[src/rtl/core/face_edge_dedup_table_macros.svh]
// ----------------------------------------------------------------------------
// Assertion macros for the face edge dedup table
// Immediate-consequence and next-cycle implication checks, clocked and
// disabled during reset. They expand to nothing in synthesis.
// ----------------------------------------------------------------------------
`ifndef FACE_EDGE_DEDUP_TABLE_MACROS_SVH
`define FACE_EDGE_DEDUP_TABLE_MACROS_SVH
`ifndef SYNTHESIS
`define FEDT_ASSERT_IMP(lbl, clk, rst, ante, cons, msg) \
   lbl: assert property (@(posedge clk) disable iff (rst) (ante) |-> (cons)) else $error(msg);
`define FEDT_ASSERT_NXT(lbl, clk, rst, ante, cons, msg) \
   lbl: assert property (@(posedge clk) disable iff (rst) (ante) |=> (cons)) else $error(msg);
`else
`define FEDT_ASSERT_IMP(lbl, clk, rst, ante, cons, msg)
`define FEDT_ASSERT_NXT(lbl, clk, rst, ante, cons, msg)
`endif
`endif

[src/rtl/core/fedt_pkg.sv]
// ----------------------------------------------------------------------------
// Face edge dedup table package
// Field widths, status codes, controller states and the command and status
// bundles between controller and datapath.
// ----------------------------------------------------------------------------
package fedt_pkg;

   localparam int NODE_W     = 20;
   localparam int EDGE_NUM_W = 12;
   localparam int STATUS_W   = 2;

   localparam logic [STATUS_W-1:0] ST_OK   = 2'd0;
   localparam logic [STATUS_W-1:0] ST_FULL = 2'd1;
   localparam logic [STATUS_W-1:0] ST_LONG = 2'd2;

   typedef enum logic [2:0] {
      S_IDLE,
      S_DECIDE,
      S_START,
      S_PROBE,
      S_CMP,
      S_EMIT
   } state_type;

   // What the pending result is made of.
   typedef enum logic [1:0] {
      KIND_HIT,
      KIND_NEW,
      KIND_LONG,
      KIND_PAIR
   } kind_type;

   typedef struct packed {
      logic     capture;
      logic     clear;
      logic     start_edge;
      logic     rd;
      logic     scan_inc;
      logic     emit;
      logic     adv;
      kind_type kind;
   } cmd_type;

   typedef struct packed {
      logic overlong;
      logic is_short;
      logic is_pair;
      logic a_last;
      logic scan_done;
      logic match;
      logic out_free;
   } sts_type;

endpackage

[src/rtl/core/fedt_ctrl.sv]
// ----------------------------------------------------------------------------
// Face edge dedup controller
// Sequences buffering, the per-edge table scan and result emission.
// ----------------------------------------------------------------------------
module fedt_ctrl (
   input  logic             clock,
   input  logic             reset,
   input  logic             in_valid,
   input  logic             in_last,
   output logic             in_ready,
   input  fedt_pkg::sts_type sts,
   output fedt_pkg::cmd_type cmd
);
   import fedt_pkg::*;

   state_type state_ff, state_in;
   kind_type  kind_ff, kind_in;

   always_ff @(posedge clock) begin
      if (reset) begin
         state_ff <= S_IDLE;
         kind_ff  <= KIND_NEW;
      end else begin
         state_ff <= state_in;
         kind_ff  <= kind_in;
      end
   end

   always_comb begin
      state_in = state_ff;
      kind_in  = kind_ff;
      cmd      = '0;
      cmd.kind = kind_ff;
      in_ready = 1'b0;
      case (state_ff)
         S_IDLE: begin
            in_ready = 1'b1;
            if (in_valid) begin
               cmd.capture = 1'b1;
               if (in_last) begin
                  state_in = S_DECIDE;
               end
            end
         end
         S_DECIDE: begin
            if (sts.overlong) begin
               kind_in  = KIND_LONG;
               state_in = S_EMIT;
            end else if (sts.is_short) begin
               cmd.clear = 1'b1;
               state_in  = S_IDLE;
            end else if (sts.is_pair) begin
               kind_in  = KIND_PAIR;
               state_in = S_START;
            end else begin
               kind_in  = KIND_NEW;
               state_in = S_START;
            end
         end
         S_START: begin
            cmd.start_edge = 1'b1;
            state_in = (kind_ff == KIND_PAIR) ? S_EMIT : S_PROBE;
         end
         S_PROBE: begin
            if (sts.scan_done) begin
               kind_in  = KIND_NEW;
               state_in = S_EMIT;
            end else begin
               cmd.rd   = 1'b1;
               state_in = S_CMP;
            end
         end
         S_CMP: begin
            if (sts.match) begin
               kind_in  = KIND_HIT;
               state_in = S_EMIT;
            end else begin
               cmd.scan_inc = 1'b1;
               state_in     = S_PROBE;
            end
         end
         S_EMIT: begin
            if (sts.out_free) begin
               cmd.emit = 1'b1;
               if (kind_ff == KIND_LONG || sts.a_last) begin
                  cmd.clear = 1'b1;
                  state_in  = S_IDLE;
               end else begin
                  cmd.adv  = 1'b1;
                  state_in = S_START;
                  if (kind_ff != KIND_PAIR) begin
                     kind_in = KIND_NEW;
                  end
               end
            end
         end
         default: begin
            state_in = S_IDLE;
         end
      endcase
   end

endmodule

[config.mk]
export PLATFORM = sky130hd
export DESIGN_NAME = fedt_ctrl
export DESIGN_NICKNAME = d
export VERILOG_FILES = /design/src/rtl/core/face_edge_dedup_table_macros.svh /design/src/rtl/core/fedt_pkg.sv /design/src/rtl/core/fedt_ctrl.sv
export SDC_FILE = /design/constraint.sdc
export NUM_CORES = 1
export LEC_CHECK = 0
export BUFFER_PORTS_ARGS = -buffer_cell sky130_fd_sc_hd__clkbuf_2
export CAP_MARGIN = 20
export CORE_AREA = 2 2 40 42
export DETAILED_ROUTE_END_ITERATION = 6
export DIE_AREA = 0 0 42 44
export SLEW_MARGIN = 20
export SYNTH_ARGS = -nofsm -noshare
export SYNTH_HDL_FRONTEND = slang
export SYNTH_SLANG_ARGS = --single-unit
[constraint.sdc]
create_clock -name clock -period 1.76 [get_ports clock]
set_clock_uncertainty 0.2 [all_clocks]
set_input_delay 0.088 -clock clock [delete_from_list [all_inputs] [get_ports clock]]
set_output_delay 0.088 -clock clock [all_outputs]
set_load 0.05 [all_outputs]
Word-level counts from Yosys, hierarchy flattened
Index checks and enable logic that the tools add are counted.
{"block": "op_classes", "magnitude_cmp": 0, "eq_ne": 16, "n_shift": 0, "n_div": 0, "n_reduce_logical": 5, "mul": 0, "n_addsub": 0, "bitwise": 0, "mux": 35}
{"operator": "2-to-1 mux 2 bit", "n": 12}
{"operator": "2-to-1 mux 3 bit", "n": 6}
{"operator": "case mux 3 bit (6 select lines)", "n": 1}
{"operator": "inequality test 2 bit (second input constant)", "n": 8}
{"operator": "2-to-1 mux 1 bit", "n": 14}
{"operator": "case mux 2 bit (4 select lines)", "n": 1}
{"operator": "AND reduction 7 bit", "n": 1}
{"operator": "equality test 3 x 2 -> 1 bit (second input constant)", "n": 2}
{"operator": "equality test 3 bit (second input constant)", "n": 2}
{"operator": "equality test 2 bit (second input constant)", "n": 2}
{"operator": "nonzero test 4 bit", "n": 1}
{"operator": "equality test 3 x 1 -> 1 bit (second input constant)", "n": 1}
{"operator": "zero test 3 bit", "n": 1}
{"operator": "inequality test 3 bit (second input constant)", "n": 1}
{"operator": "AND reduction 3 bit", "n": 1}
{"operator": "case mux 1 bit (2 select lines)", "n": 1}
{"operator": "logical OR 1 bit", "n": 1}
{"block": "word_totals", "mem_bits_ro": 0, "ram_bits": 0, "word_cells": 58, "ff_bits": 5, "mem_count": 0, "latch_bits": 0, "output_inout_bits": 10}

Logic depth before layout (Yosys ltp)
{"block": "depth", "ltp_word": 5, "mapped_depth": 6, "mapped_depth_nobuf": 4}

Worst setup path after synthesis
OpenSTA, ideal clock, no wires.
{"block": "synth_timing", "kind": "register to output", "start": "reg state_ff[1]", "end": "out cmd[8] (netlist name)", "t_required_ns": 1.472, "path_stages_with_launch": 4, "slack_ns": -0.706, "arrival_ns": 2.178, "path_cell_list": "dfxtp_1 buf_4 nor3_1 and2_1"}
{"element": "start: declaration", "line_no": "fedt_ctrl.sv:16", "text": "state_type state_ff, state_in;"}
{"element": "start signal: assignment", "line_no": "fedt_ctrl.sv:24", "text": "state_ff <= state_in;"}
{"element": "end: declaration", "line_no": "fedt_ctrl.sv:12", "text": "output fedt_pkg::cmd_type cmd"}

==> results.json <==
{
  "status": "completed",
  "multi_input_area_um2": 368,
  "cts_sinks": 5,
  "path_class": "reg -> out",
  "final_cell_mix": "clkbuf_2, nor2_1, buf_4",
  "clkPwrFrac_pct": 26.0,
  "syn2layout_area_growth_pct": 56.1,
  "grt_pass1_vias": 581,
  "postCtsSetupBuffers": 0,
  "drtIter0Drc": 9,
  "wirelength_um": 1400,
  "ios": 21,
  "rsz0062_at_grt": "false",
  "power_frac_seq_pct": 27.7,
  "clk_pin_slew_ns": 0.04,
  "worstPathMaxFanout": 5,
  "synth_top_area_cell": "dfxtp_1",
  "power_frac_comb_pct": 46.3,
  "place_congestion": 0.837,
  "synth_area_um2": 462,
  "critPathRequiredTime_ns": 1.47,
  "synth_area_leaders": "dfxtp_1, nor2_1, mux2i_1, nor3_1, a32oi_1",
  "clkLatencyLatePin_ns": 0.25,
  "maxCapViolCount": 0,
  "grt_pass1_wl_um": 2450,
  "antenna_cells": 0,
  "rows": 14,
  "ys_types": 30,
  "fill_cells": 141,
  "synth_edf_count": 0,
  "slew_headroom_pct": 80.1,
  "p_leak_nw": 0.328,
  "dp_hpwl_um": 1080,
  "dpl_worst_slack_ns": 0.0795,
  "hold_viol_final": 0,
  "drtAntennaViolNets": 0,
  "yosysTopAreaCellShare_pct": 21.7,
  "post-route-util_pct": 50.8,
  "arrival_ns": 1.40,
  "route.detailed.drc": 0,
  "p_total_w": 0.000525,
  "yosys_warnings": 0,
  "syn_inst": 64,
  "crit_path_end_kind": "output pin",
  "post-route-period-util_pct": 96.1,
  "slew_viol_final": 0,
  "final_common_cell": "clkbuf_2",
  "internal_power_w": 0.000305,
  "p_switching_w": 0.000220,
  "fp.dieH_um": 44,
  "grt_max_degree": 13,
  "gr-usage-all-layers_pct": 17.6,
  "tritoncts": "done",
  "synth-main-ff-cell": "dfxtp_1",
  "setup_viol": 0,
  "seq_area_um2": 105,
  "swShare_pct": 41.8,
  "drive_gt1_share_pct": 47.3,
  "async_flop_share_pct": 0,
  "tns_ns": 0,
  "crit_start": "kind_ff[0]$_SDFFE_PP1P_",
  "cts_inserted_buffers": 3,
  "cts_root_buffer": "clkbuf_4",
  "tightest_slew_ns": 0.299,
  "hold_path.class": "in -> reg",
  "max_freq_mhz": 591,
  "yosysSeqAreaShare_pct": 21.7,
  "layout_setup_ws_ns": 0.0693,
  "htree_num_levels": 1,
  "post-route-min-period_ns": 1.69,
  "wl_per_cell_um": 12.8,
  "die-area_um2": 1850,
  "coreArea_um2": 1420,
  "grt_overflow_total": 0,
  "synth.net_count": 75,
  "cellPowerDensity_nw_per_um2": 728,
  "vias": 589,
  "portBuffers": 20,
  "initial_utilization_pct": 32.5,
  "grt_antenna_before_repair": 0,
  "die_w_um": 42,
  "postSynthAreaPerCell_um2": 7.21,
  "hp-start": "in_last",
  "via_per_inst": 5.40,
  "reg2reg_from": "state_ff[0]$_SDFFE_PP0P_",
  "ir_worst_vdd_uv": 447,
  "cp-start-kind": "flip-flop",
  "ys_ff_latch": 5,
  "clockBufferDepth": 2,
  "nNetsFinal": 105,
  "drt_pass1_iterations": 4
}
[cell usage after synthesis, types with 2 or more instances]
cell,count
a21oi_1,3
a32oi_1,2
buf_2,3
dfxtp_1,5
inv_1,2
mux2i_1,3
nand2_1,4
nor2_1,10
nor2b_1,2
nor3_1,6
nor3b_1,2
o21ai_0,3
o221ai_1,2
[power groups by stage]
| stage | Sequential (W) | Combinational [W] | Clock, W |
|---|---|---|---|
| 4_1_cts | 0.000144 | 0.000241 | 0.000140 |
| 3_3_place_gp | 0.000145 | 0.000232 | 0 |
| 6_report | 0.000145 | 0.000243 | 0.000137 |
| 3_5_place_dp | 0.000145 | 0.000233 | 0 |
| 5_1_grt | 0.000148 | 0.000263 | 0.000149 |
| 2_1_floorplan | 0.000156 | 0.000158 | 0 |
[area by class of cell]
type,instances,share of cell area (%)
Tap cell,16,2.78
Sequential cell,5,14.6
Clock buffer,4,3.65
Multi-Input combinational cell,51,51.0
Inverter,3,1.56
Timing Repair Buffer,30,26.4
[per-stage QoR]
| step | hold WS (ns) | cells | cell area (µm²) |
|---|---|---|---|
| floorplan | -0.0429 | 64 | 507 |
| global placement | 0.171 | 103 | 653 |
| detailed placement | 0.179 | 103 | 653 |
| CTS | 0.0286 | 109 | 712 |
| global route | 0.0665 | 109 | 721 |
| finish | 0.0261 | 109 | 721 |
[path summary, 6_finish.rpt]
check                             end  slack [ns]  depth (start not counted)
max                            cmd[7]        0.07                          5
min          state_ff[0]$_SDFFE_PP0P_        0.03                          5
max reg2reg   kind_ff[1]$_SDFFE_PP0P_        0.13                          4
min reg2reg   kind_ff[0]$_SDFFE_PP1P_        0.35                          2
[worst max-delay path, stage by stage, from the launching register on]
cell and delay (ns):
dfxtp_2 0.36, inv_1 0.05, a21o_1 0.22, a32oi_2 0.28
nor3_4 0.04, clkbuf_4 0.21
[routing by layer]
layer | share of wire, % | vias up | wire [µm] | global-route usage [%]
li1 | - | 293 | - | -
met1 | 43 | 278 | 600 | 20.3
met2 | 51 | 16 | 720 | 30.9
met3 | 4.6 | 2 | 65 | 5.00
met4 | 0.93 | 0 | 13 | 6.45
met5 | 0 | - | 0 | 0
[kinds of logic after synthesis]
group / Yosys count / share of synthesized area [%]
DFF: 5 / 21.7
and+or+nand+nor: 30 / 33.3
buffers and inverters: 8 / 9.76
muxes: 4 / 8.94
AOI/OAI and AO/OA: 17 / 26.3
[what timing repair did]
action	CTS	global route
resized for setup	3	8
endpoints found under the setup margin	2	7
endpoints found under the hold margin	2	0
hold buffers	2	0
[state kept, by name, summed over array words and instances, names as in the netlist]
signal and count:
kind_ff 2, state_ff 3
No activity file was read; power rests on OpenSTA's default activity.
